===== src/hw/rtl/hnc_pkg.sv =====
// Shared constants, name table and stage types for the header name classifier.
package hnc_pkg;

  localparam int NUM_HDRS   = 22;
  localparam int NUM_CTRS   = 46;
  localparam int NAME_SLOTS = 26;
  localparam int HDR_W      = 5;
  localparam int CTR_IDX_W  = 6;
  localparam int OFFSET_W   = 13;
  localparam int READ_W     = 32;
  localparam int NAME_POS_W = 5;

  localparam int DEF_MAX_LINE_BYTES = 4096;
  localparam int DEF_COUNTER_BITS   = 32;

  // Counter map: known counts, then duplicate counts, then the two unknown classes
  localparam logic [CTR_IDX_W-1:0] CTR_DUP_BASE = CTR_IDX_W'(NUM_HDRS);
  localparam logic [CTR_IDX_W-1:0] CTR_EXT      = CTR_IDX_W'(44);
  localparam logic [CTR_IDX_W-1:0] CTR_OTHER    = CTR_IDX_W'(45);

  typedef enum logic [1:0] {
    REQ_BYTE         = 2'd0,
    REQ_CLR_PRESENT  = 2'd1,
    REQ_CLR_COUNTERS = 2'd2,
    REQ_READ_CTR     = 2'd3
  } req_t;

  localparam logic [1:0] CLS_KNOWN   = 2'd0;
  localparam logic [1:0] CLS_EXT     = 2'd1;
  localparam logic [1:0] CLS_OTHER   = 2'd2;
  localparam logic [1:0] CLS_INVALID = 2'd3;

  // Known names, right-justified: the colon sits in the low byte
  localparam logic [NAME_SLOTS*8-1:0] NAME_TAB [NUM_HDRS] = '{
    "allow:", "host:", "encapsulated:", "user-agent:", "x-client-ip:",
    "x-server-ip:", "x-proxy-addr:", "x-proxy-port:",
    "x-encapsulated-protocol:", "x-scan-progress-interval:",
    "x-chunk-extensions:", "preview:", "date:", "expires:", "pragma:",
    "trailer:", "upgrade:", "authorization:", "from:", "connection:",
    "cache-control:", "referer:"
  };

  localparam int NAME_LEN [NUM_HDRS] = '{
    6, 5, 13, 11, 12, 12, 13, 13, 24, 25, 19, 8, 5, 8, 7, 8, 8, 14, 5, 11, 14, 8
  };

  // Byte of name k at position pos, zero past the end of the name
  function automatic logic [7:0] name_char(input int k, input logic [NAME_POS_W-1:0] pos);
    logic [7:0] ch;
    int         len;
    ch  = 8'h00;
    len = NAME_LEN[k];
    if (int'(pos) < len) begin
      ch = NAME_TAB[k][(len - 1 - int'(pos)) * 8 +: 8];
    end
    return ch;
  endfunction

  typedef struct packed {
    logic                 emit;
    logic [1:0]           cls;
    logic [HDR_W-1:0]     hdr;
    logic                 dup;
    logic [OFFSET_W-1:0]  voff;
    logic                 bump;
    logic [CTR_IDX_W-1:0] bump_idx;
  } line_res_t;

  typedef struct packed {
    logic                 bump;
    logic                 read;
    logic                 clear;
    logic                 oor;
    logic [CTR_IDX_W-1:0] addr;
  } ctr_op_t;

endpackage


===== src/hw/rtl/hnc_line_parser.sv =====
// Per-byte line state, candidate matching, presence bits and line classification.
module hnc_line_parser import hnc_pkg::*; #(
  parameter int MAX_LINE_BYTES = DEF_MAX_LINE_BYTES
) (
  input  logic       clk,
  input  logic       rst,
  input  logic       adv,
  input  logic       item_ok,
  input  req_t       req,
  input  logic [7:0] char_byte,
  input  logic       end_of_line,
  output line_res_t  res
);

  localparam int LPW = $clog2(MAX_LINE_BYTES + 1);
  localparam int VW  = (LPW > OFFSET_W) ? LPW : OFFSET_W;
  localparam logic [LPW-1:0] POS_MAX = LPW'(MAX_LINE_BYTES);

  typedef enum logic [3:0] {
    PH_LEAD  = 4'b0001,
    PH_NAME  = 4'b0010,
    PH_GAP   = 4'b0100,
    PH_VALUE = 4'b1000
  } phase_t;

  localparam logic [1:0] EXT_NONE  = 2'd0;
  localparam logic [1:0] EXT_X     = 2'd1;
  localparam logic [1:0] EXT_XDASH = 2'd2;
  localparam logic [1:0] EXT_FAIL  = 2'd3;

  logic [NUM_HDRS-1:0]   cand_alive, cand_alive_next;
  logic [LPW-1:0]        line_pos, line_pos_next;
  logic [NAME_POS_W-1:0] name_pos, name_pos_next;
  phase_t                phase, phase_next;
  logic [HDR_W-1:0]      matched, matched_next;
  logic [LPW-1:0]        value_start, value_start_next;
  logic                  invalid_seen, invalid_seen_next;
  logic [1:0]            ext_state, ext_state_next;
  logic [NUM_HDRS-1:0]   present, present_next;

  logic [7:0]          lc;
  logic                ws, inv_b, is_byte, in_name, hit;
  logic [HDR_W-1:0]    hit_idx;
  logic [NUM_HDRS-1:0] alive_step;
  logic [1:0]          ext_step;
  logic [7:0]          ch_tab [NUM_HDRS];
  logic [LPW-1:0]      voff_src;
  logic [VW-1:0]       voff_wide;
  logic                dup;

  // Classify the byte
  always_comb begin
    lc      = (char_byte >= 8'h41 && char_byte <= 8'h5A) ? char_byte + 8'h20 : char_byte;
    ws      = (char_byte >= 8'h09 && char_byte <= 8'h0D) || char_byte == 8'h20;
    inv_b   = char_byte[7] || (!(char_byte >= 8'h20 && char_byte <= 8'h7E) && !ws);
    is_byte = item_ok && req == REQ_BYTE;
    in_name = (phase == PH_LEAD && !ws) || phase == PH_NAME;
  end

  // Step all candidates against the byte at the current name position
  always_comb begin
    alive_step = '0;
    hit        = 1'b0;
    hit_idx    = matched;
    for (int k = 0; k < NUM_HDRS; k++) begin
      ch_tab[k] = name_char(k, name_pos);
      if (cand_alive[k] && ch_tab[k] != 8'h00 && ch_tab[k] == lc) begin
        if (ch_tab[k] == 8'h3A) begin
          hit     = 1'b1;
          hit_idx = HDR_W'(k);
        end else begin
          alive_step[k] = 1'b1;
        end
      end
    end
    if (name_pos == '0) begin
      ext_step = (lc == 8'h78) ? EXT_X : EXT_FAIL;
    end else if (name_pos == NAME_POS_W'(1) && ext_state == EXT_X) begin
      ext_step = (lc == 8'h2D) ? EXT_XDASH : EXT_FAIL;
    end else begin
      ext_step = ext_state;
    end
  end

  // Advance the line state and build the line result
  always_comb begin
    cand_alive_next   = cand_alive;
    line_pos_next     = line_pos;
    name_pos_next     = name_pos;
    phase_next        = phase;
    matched_next      = matched;
    value_start_next  = value_start;
    invalid_seen_next = invalid_seen;
    ext_state_next    = ext_state;
    present_next      = present;
    res               = '0;
    voff_src          = '0;
    voff_wide         = '0;
    dup               = 1'b0;

    if (is_byte) begin
      invalid_seen_next = invalid_seen | inv_b;
      if (in_name) begin
        cand_alive_next = alive_step;
        ext_state_next  = ext_step;
        name_pos_next   = (name_pos != '1) ? name_pos + 1'b1 : name_pos;
        if (hit) begin
          matched_next = hit_idx;
          phase_next   = PH_GAP;
        end else begin
          phase_next = PH_NAME;
        end
      end else if (phase == PH_GAP && !ws) begin
        phase_next       = PH_VALUE;
        value_start_next = line_pos;
      end
      if (line_pos < POS_MAX) begin
        line_pos_next = line_pos + 1'b1;
      end

      if (end_of_line) begin
        res.emit = 1'b1;
        if (phase_next == PH_GAP || phase_next == PH_VALUE) begin
          dup       = present[matched_next];
          voff_src  = (phase_next == PH_VALUE) ? value_start_next : line_pos_next;
          voff_wide = VW'(voff_src);
          res.cls   = CLS_KNOWN;
          res.hdr   = matched_next;
          res.dup   = dup;
          res.voff  = voff_wide[OFFSET_W-1:0];
          res.bump  = 1'b1;
          res.bump_idx = dup ? CTR_DUP_BASE + CTR_IDX_W'(matched_next)
                             : CTR_IDX_W'(matched_next);
          present_next[matched_next] = 1'b1;
        end else if (invalid_seen_next) begin
          res.cls = CLS_INVALID;
        end else if (ext_state_next == EXT_XDASH) begin
          res.cls      = CLS_EXT;
          res.bump     = 1'b1;
          res.bump_idx = CTR_EXT;
        end else begin
          res.cls      = CLS_OTHER;
          res.bump     = 1'b1;
          res.bump_idx = CTR_OTHER;
        end
        // Drop the finished line
        cand_alive_next   = '1;
        line_pos_next     = '0;
        name_pos_next     = '0;
        phase_next        = PH_LEAD;
        matched_next      = '0;
        value_start_next  = '0;
        invalid_seen_next = 1'b0;
        ext_state_next    = EXT_NONE;
      end
    end

    if (item_ok && req == REQ_CLR_PRESENT) begin
      present_next = '0;
    end
  end

  // Hold or advance the line state
  always_ff @(posedge clk) begin
    if (rst) begin
      cand_alive   <= '1;
      line_pos     <= '0;
      name_pos     <= '0;
      phase        <= PH_LEAD;
      matched      <= '0;
      value_start  <= '0;
      invalid_seen <= 1'b0;
      ext_state    <= EXT_NONE;
      present      <= '0;
    end else if (adv) begin
      cand_alive   <= cand_alive_next;
      line_pos     <= line_pos_next;
      name_pos     <= name_pos_next;
      phase        <= phase_next;
      matched      <= matched_next;
      value_start  <= value_start_next;
      invalid_seen <= invalid_seen_next;
      ext_state    <= ext_state_next;
      present      <= present_next;
    end
  end

  a_eol_restarts_line: assert property (@(posedge clk) disable iff (rst)
    (adv && is_byte && end_of_line)
      |=> (phase == PH_LEAD && line_pos == '0 && cand_alive == '1 && !invalid_seen))
    else $error("line state not restarted after end of line");

  a_known_marks_present: assert property (@(posedge clk) disable iff (rst)
    (adv && res.emit && res.cls == CLS_KNOWN) |=> present[$past(res.hdr)])
    else $error("reported header not marked present");

endmodule


===== src/hw/rtl/hnc_counter_bank.sv =====
// Statistics counter memory with valid bits, saturating increment and read-back.
module hnc_counter_bank import hnc_pkg::*; #(
  parameter int COUNTER_BITS = DEF_COUNTER_BITS
) (
  input  logic              clk,
  input  logic              rst,
  input  logic              adv,
  input  ctr_op_t           op,
  output logic [READ_W-1:0] read_value
);

  localparam int RW = (COUNTER_BITS > READ_W) ? COUNTER_BITS : READ_W;

  ctr_op_t                 s2;
  logic [COUNTER_BITS-1:0] mem [NUM_CTRS];
  logic [COUNTER_BITS-1:0] rd_data, fwd_val, cur, inc_val;
  logic                    fwd_hit;
  logic [NUM_CTRS-1:0]     ctr_valid;
  logic [RW-1:0]           read_wide;

  // Hold the operation for the update stage
  always_ff @(posedge clk) begin
    if (rst) begin
      s2      <= '0;
      fwd_hit <= 1'b0;
    end else if (adv) begin
      s2      <= op;
      fwd_hit <= s2.bump && s2.addr == op.addr;
    end
  end

  // Read the next entry, write back the updated one
  always_ff @(posedge clk) begin
    if (adv) begin
      rd_data <= mem[op.addr];
      fwd_val <= inc_val;
      if (s2.bump) begin
        mem[s2.addr] <= inc_val;
      end
    end
  end

  // Valid bits: an entry never written since the last clear reads as zero
  always_ff @(posedge clk) begin
    if (rst) begin
      ctr_valid <= '0;
    end else if (adv) begin
      if (s2.clear) begin
        ctr_valid <= '0;
      end else if (s2.bump) begin
        ctr_valid[s2.addr] <= 1'b1;
      end
    end
  end

  // Pick the current count, bypassing a write made on the previous edge
  always_comb begin
    if (!ctr_valid[s2.addr]) begin
      cur = '0;
    end else if (fwd_hit) begin
      cur = fwd_val;
    end else begin
      cur = rd_data;
    end
    inc_val    = (&cur) ? cur : cur + 1'b1;
    read_wide  = RW'(cur);
    read_value = (s2.read && !s2.oor) ? read_wide[READ_W-1:0] : '0;
  end

  a_single_op: assert property (@(posedge clk) disable iff (rst)
    $onehot0({s2.bump, s2.read, s2.clear}))
    else $error("more than one counter operation in the update stage");

  a_clear_empties: assert property (@(posedge clk) disable iff (rst)
    (adv && s2.clear) |=> ctr_valid == '0)
    else $error("counters not cleared");

  a_bump_validates: assert property (@(posedge clk) disable iff (rst)
    (adv && s2.bump) |=> ctr_valid[$past(s2.addr)])
    else $error("bumped counter not marked valid");

endmodule


===== src/hw/rtl/header_name_classifier.sv =====
// Top level: input register, line parser, counter bank and result register.
// Result path: an item passes the input register, the counter stage register and the
//   result register before its result is valid.
// Throughput: one item per cycle; a stalled result holds the whole pipeline.
// Reset: synchronous; clears line state, presence bits and counter valid bits at once,
//   so no clearing pass follows and items are accepted in the next cycle.
module header_name_classifier import hnc_pkg::*; #(
  parameter int MAX_LINE_BYTES = DEF_MAX_LINE_BYTES,
  parameter int COUNTER_BITS   = DEF_COUNTER_BITS
) (
  input  logic                 clk,
  input  logic                 rst,
  input  logic                 item_valid,
  output logic                 item_stall,
  input  logic [1:0]           req_type,
  input  logic [7:0]           char_byte,
  input  logic                 end_of_line,
  input  logic [CTR_IDX_W-1:0] counter_index,
  output logic                 result_valid,
  input  logic                 result_stall,
  output logic                 result_kind,
  output logic [1:0]           line_class,
  output logic [HDR_W-1:0]     header_index,
  output logic                 was_duplicate,
  output logic [OFFSET_W-1:0]  value_offset,
  output logic [READ_W-1:0]    counter_value
);

  logic adv;

  logic                 s1_valid;
  req_t                 s1_req;
  logic [7:0]           s1_byte;
  logic                 s1_eol;
  logic [CTR_IDX_W-1:0] s1_idx;

  line_res_t         line_res;
  ctr_op_t           ctr_op;
  logic [READ_W-1:0] ctr_read;

  logic                s2_valid;
  logic                s2_kind;
  logic [1:0]          s2_cls;
  logic [HDR_W-1:0]    s2_hdr;
  logic                s2_dup;
  logic [OFFSET_W-1:0] s2_voff;

  // Advance unless a finished result is waiting on a stalled receiver
  assign adv        = !(result_valid && result_stall);
  assign item_stall = !adv;

  // Input register
  always_ff @(posedge clk) begin
    if (rst) begin
      s1_valid <= 1'b0;
    end else if (adv) begin
      s1_valid <= item_valid;
    end
  end

  always_ff @(posedge clk) begin
    if (adv) begin
      s1_req  <= req_t'(req_type);
      s1_byte <= char_byte;
      s1_eol  <= end_of_line;
      s1_idx  <= counter_index;
    end
  end

  hnc_line_parser #(
    .MAX_LINE_BYTES(MAX_LINE_BYTES)
  ) u_parser (
    .clk        (clk),
    .rst        (rst),
    .adv        (adv),
    .item_ok    (s1_valid),
    .req        (s1_req),
    .char_byte  (s1_byte),
    .end_of_line(s1_eol),
    .res        (line_res)
  );

  // Build the counter operation for this item
  always_comb begin
    ctr_op       = '0;
    ctr_op.bump  = line_res.bump;
    ctr_op.read  = s1_valid && s1_req == REQ_READ_CTR;
    ctr_op.clear = s1_valid && s1_req == REQ_CLR_COUNTERS;
    ctr_op.oor   = s1_idx >= CTR_IDX_W'(NUM_CTRS);
    if (line_res.bump) begin
      ctr_op.addr = line_res.bump_idx;
    end else if (!ctr_op.oor) begin
      ctr_op.addr = s1_idx;
    end
  end

  hnc_counter_bank #(
    .COUNTER_BITS(COUNTER_BITS)
  ) u_counters (
    .clk       (clk),
    .rst       (rst),
    .adv       (adv),
    .op        (ctr_op),
    .read_value(ctr_read)
  );

  // Counter stage register for the line result
  always_ff @(posedge clk) begin
    if (rst) begin
      s2_valid <= 1'b0;
    end else if (adv) begin
      s2_valid <= line_res.emit || ctr_op.read;
    end
  end

  always_ff @(posedge clk) begin
    if (adv) begin
      s2_kind <= ctr_op.read;
      s2_cls  <= line_res.cls;
      s2_hdr  <= line_res.hdr;
      s2_dup  <= line_res.dup;
      s2_voff <= line_res.voff;
    end
  end

  // Result register
  always_ff @(posedge clk) begin
    if (rst) begin
      result_valid <= 1'b0;
    end else if (adv) begin
      result_valid <= s2_valid;
    end
  end

  always_ff @(posedge clk) begin
    if (adv) begin
      result_kind   <= s2_kind;
      line_class    <= s2_cls;
      header_index  <= s2_hdr;
      was_duplicate <= s2_dup;
      value_offset  <= s2_voff;
      counter_value <= ctr_read;
    end
  end

endmodule

===== config.mk =====
export PLATFORM = sky130hd
export DESIGN_NAME = header_name_classifier
export DESIGN_NICKNAME = d
export VERILOG_FILES = /design/src/hw/rtl/hnc_pkg.sv /design/src/hw/rtl/hnc_line_parser.sv /design/src/hw/rtl/hnc_counter_bank.sv /design/src/hw/rtl/header_name_classifier.sv
export SDC_FILE = /design/constraint.sdc
export NUM_CORES = 2
export LEC_CHECK = 0
export BUFFER_PORTS_ARGS = -buffer_cell sky130_fd_sc_hd__buf_2
export CAP_MARGIN = 20
export CORE_MARGIN = 2
export CORE_UTILIZATION = 40
export DETAILED_ROUTE_END_ITERATION = 10
export PLACE_DENSITY = 0.59
export SYNTH_ARGS = -nofsm -noshare
export SYNTH_HDL_FRONTEND = slang
export SYNTH_SLANG_ARGS = --single-unit

===== constraint.sdc =====
create_clock -name clk -period 21.2 [get_ports clk]
set_clock_uncertainty 0.2 [all_clocks]
set_input_delay 1.06 -clock clk [delete_from_list [all_inputs] [get_ports clk]]
set_output_delay 1.06 -clock clk [all_outputs]
set_load 0.02 [all_outputs]

==> flow_summary.yaml <==
detailed_routing:
  antenna_left: 0
  wl_per_cell_um: 30.0
  via_per_inst: 6.22
  dr_wl_met3_um: 18500
  first_pass_iters: 8
  vias: 49645
  top_layer: "met5"
  route.detailed.drc: 0
  first_iter_violations: 6045
  wl_met2_um: 115000
  wl_um: 239000
  wl_met1_um: 95000
synthesis:
  ys.flop_type: "edfxtp_1"
  synth_edf_count: 1629
  synthTopCellsByCount: "1629 x edfxtp_1, 343 x nor2_1, 260 x nand2_1, 256 x mux4_2, 255 x a21oi_1"
  synth.top_cell.area_share: 0.629
  ys_types: 126
  yosys_warnings: 0
  ys_seq_area_frac: 0.667
  synth.most_common_cell: "edfxtp_1"
  yosysTopAreaCell: "edfxtp_1"
  synth_nets: 5326
  synth_area_leaders: "edfxtp_1 63%, mux4_2 7.4%, dfxtp_1 3.8%"
  syn_area_per_cell_um2: 14.7
  synth_cells: 5277
  synth-async-reset-ratio: 0
  syn_area_mm2: 0.0777
  ys_ff_latch: 1776
min_path:
  min_from: "s2_voff[5]$_SDFFCE_PN0N_"
  hold_path.class: "reg2reg"
  hold_path_depth: 0
  whs_endpoint: "value_offset[5]$_DFFE_PN_"
clocking:
  numClockSinks: 1776
  cts_max_path_buffers: 3
  cts_tree: "done"
  hold_buffers: 0
  clkSlewWorstSetupHoldPaths_ns: 0.06
  post_cts.repair.setup_buffers: 0
  htreeDepth: 4
  clock_latency_ns: 0.82
  cts_resized: 0
  cts_buffers: 171
  cts_root_buf: "clkbuf_16"
setup_path:
  critPathArrivalTime_ns: 11.83
  timing.rr.end: "u_counters.rd_data[17]$_DFFE_PN_"
  reg2reg_depth: 27
  slowest_stage: "buf_4"
  crit_fanout: 72
  cp.required_ns: 21.55
  end_kind: "register"
  crit_path_frequent_cell: "buf_4"
  critical-path-max-stage-delay_ns: 0.89
  worstSetupPathType: "reg2reg"
  crit-reg2reg-launch: "u_parser.name_pos[1]$_SDFFE_PP0P_"
  reg2reg_slack_ns: 9.72
  start_kind: "register"
timing:
  min_period_ns: 11.48
  setup_viol: 0
  fmax_mhz: 87.1
  fin_crit_sh: 0.541
  tns_ns: 0
  rsz0062_at_grt: "false"
  max-slew-margin-rel: 0.216
  worstMarginPinSlew_ns: 1.18
  report.final.slew_viol_count: 0
  hold_viol_final: 0
floorplan:
  fp.dieH_um: 445
  die_w_um: 445
  initial_core_util: 0.403
  coreArea_mm2: 0.193
  die_area_mm2: 0.198
  rows: 161
  ios: 77
final_layout:
  fill_cells: 16714
  seq_area_mm2: 0.0519
  multi_input_area_mm2: 0.0250
  layout-drive-gt1-share: 0.178
  area_growth_pct: 12.4
  layout.cells.non_filler: 7979
  stdcell_area_mm2: 0.0874
  nets: 5359
pwr:
  power.density_mw_per_mm2: 83.1
  p_int_mw: 5.58
  pwr-share-seq: 0.528
  power_switching_mw: 1.68
  leakage_nw: 30.5
  power_frac_clock: 0.409
  p_comb_frac: 0.063
  ir_worst_vdd_uv: 86.8
  switching_share: 0.231
grt:
  grt_max_degree: 131
  first_global_vias: 47983
  grt_pass1_wl_um: 343000
  grt_use_total: 0.237
  gr-total-overflow: 0
  antenna_found_initial: 9
placed_design:
  dpl_cell_area_mm2: 0.0818
  hpwl_um: 134000
  post-place-cells: 7652
  globalplace.congestion: 0.897
  io_buffers: 76
run:
  drv_cap: 0
outcome:
  outcome: "finished, final reports clean"
## metal layers
| layer | vias up | GRT usage |
|---|---|---|
| met3 | 493 | 0.0395 |
| met2 | 2216 | 0.389 |
| met1 | 25802 | 0.313 |
| li1 | 21128 | - |
| met5 | - | 0 |
| met4 | 6 | 0.0967 |
## worst max-delay path, delay by kind of cell, from the launching register on
kind | cells | cell delay (ns)
compound gates | 8 | 2.67
xor+xnor | 1 | 0.14
fa+ha+maj | 1 | 0.61
buf+inv | 6 | 3.47
flops | 1 | 0.31
mux | 2 | 0.55
simple gates | 9 | 3.00
## per-stage QoR
stage | hold WS (ns) | worst slack (ns) | power (mW) | utilization
finish | 0.202 | 9.72 | 7.27 | 0.453
global route | 0.201 | 9.21 | 7.46 | 0.453
global placement | 0.206 | 9.84 | 4.36 | 0.424
detailed placement | 0.206 | 9.90 | 4.36 | 0.424
CTS | 0.179 | 9.92 | 7.30 | 0.452
floorplan | 0.200 | 13.93 | 4.18 | -
## cells by family after synthesis
family	synth area share
flops	0.667
simple gates	0.0916
compound gates	0.107
buf+inv	0.0236
mux	0.0917
xor+xnor	0.0142
fa+ha+maj	0.00451
## flip-flops by register name, indices dropped and copies added, names as in the netlist, 6 cells and up
signal and count:
u_counters.ctr_valid 46, u_parser.value_start 13, u_counters.mem 1472, s1_idx 6
u_parser.cand_alive 22, u_counters.rd_data 32, u_counters.s2 10, s1_byte 8
counter_value 32, u_parser.present 22, s2_voff 13, u_parser.line_pos 13
u_counters.fwd_val 32, value_offset 13
## cell usage in the layout, fill, tap and decap left out, drive strengths merged, types with 17 or more instances in the layout
cell,instances
nand2b,49
nand4,44
o211ai,90
a21oi,260
and3,92
a211o,40
or2,23
o22ai,22
clkbuf,216
nand4b,36
xor2,27
mux2,48
o211a,69
nor3,89
a211oi,89
nand3,206
a22o,43
buf,246
o31a,39
inv,41
nor2b,44
nand2,262
a31oi,29
o21a,17
a22oi,106
nor4,30
nand3b,18
xnor2,93
ha,28
o21ai,176
mux4,256
or3,22
mux2i,82
dfxtp,147
edfxtp,1629
and2,21
nor3b,30
a21o,18
clkinv,78
nor2,345
## final cells by class
cell class | instances | share of cell area
Multi-Input combinational cell | 3079 | 0.286
Clock buffer | 216 | 0.0511
Timing Repair Buffer | 246 | 0.0214
Tap cell | 2526 | 0.0362
Antenna cell | 3 | 0.0000859
Clock inverter | 97 | 0.0104
Inverter | 36 | 0.00155
Sequential cell | 1776 | 0.594
## power groups by stage
stage | clock network (mW) | logic [mW] | registers [mW]
floorplan | 0 | 0.298 | 3.88
global placement | 0 | 0.453 | 3.91
detailed placement | 0 | 0.456 | 3.91
CTS | 3.01 | 0.458 | 3.83
global route | 3.15 | 0.484 | 3.83
finish | 2.97 | 0.458 | 3.83
## worst max-delay path by stage
stage / start / to / slack (ns)
floorplan: u_counters.fwd_hit$_SDFFE_PP0N_ / u_counters.fwd_val[29]$_DFFE_PN_ / 13.93
global placement: u_parser.name_pos[1]$_SDFFE_PP0P_ / u_counters.rd_data[2]$_DFFE_PN_ / 9.84
detailed placement: u_parser.name_pos[1]$_SDFFE_PP0P_ / u_counters.rd_data[1]$_DFFE_PN_ / 9.90
CTS: u_parser.name_pos[1]$_SDFFE_PP0P_ / u_counters.rd_data[2]$_DFFE_PN_ / 9.92
global route: u_parser.name_pos[1]$_SDFFE_PP0P_ / u_counters.rd_data[9]$_DFFE_PN_ / 9.21
finish: u_parser.name_pos[1]$_SDFFE_PP0P_ / u_counters.rd_data[17]$_DFFE_PN_ / 9.72
No activity file was read; power rests on OpenSTA's default activity.
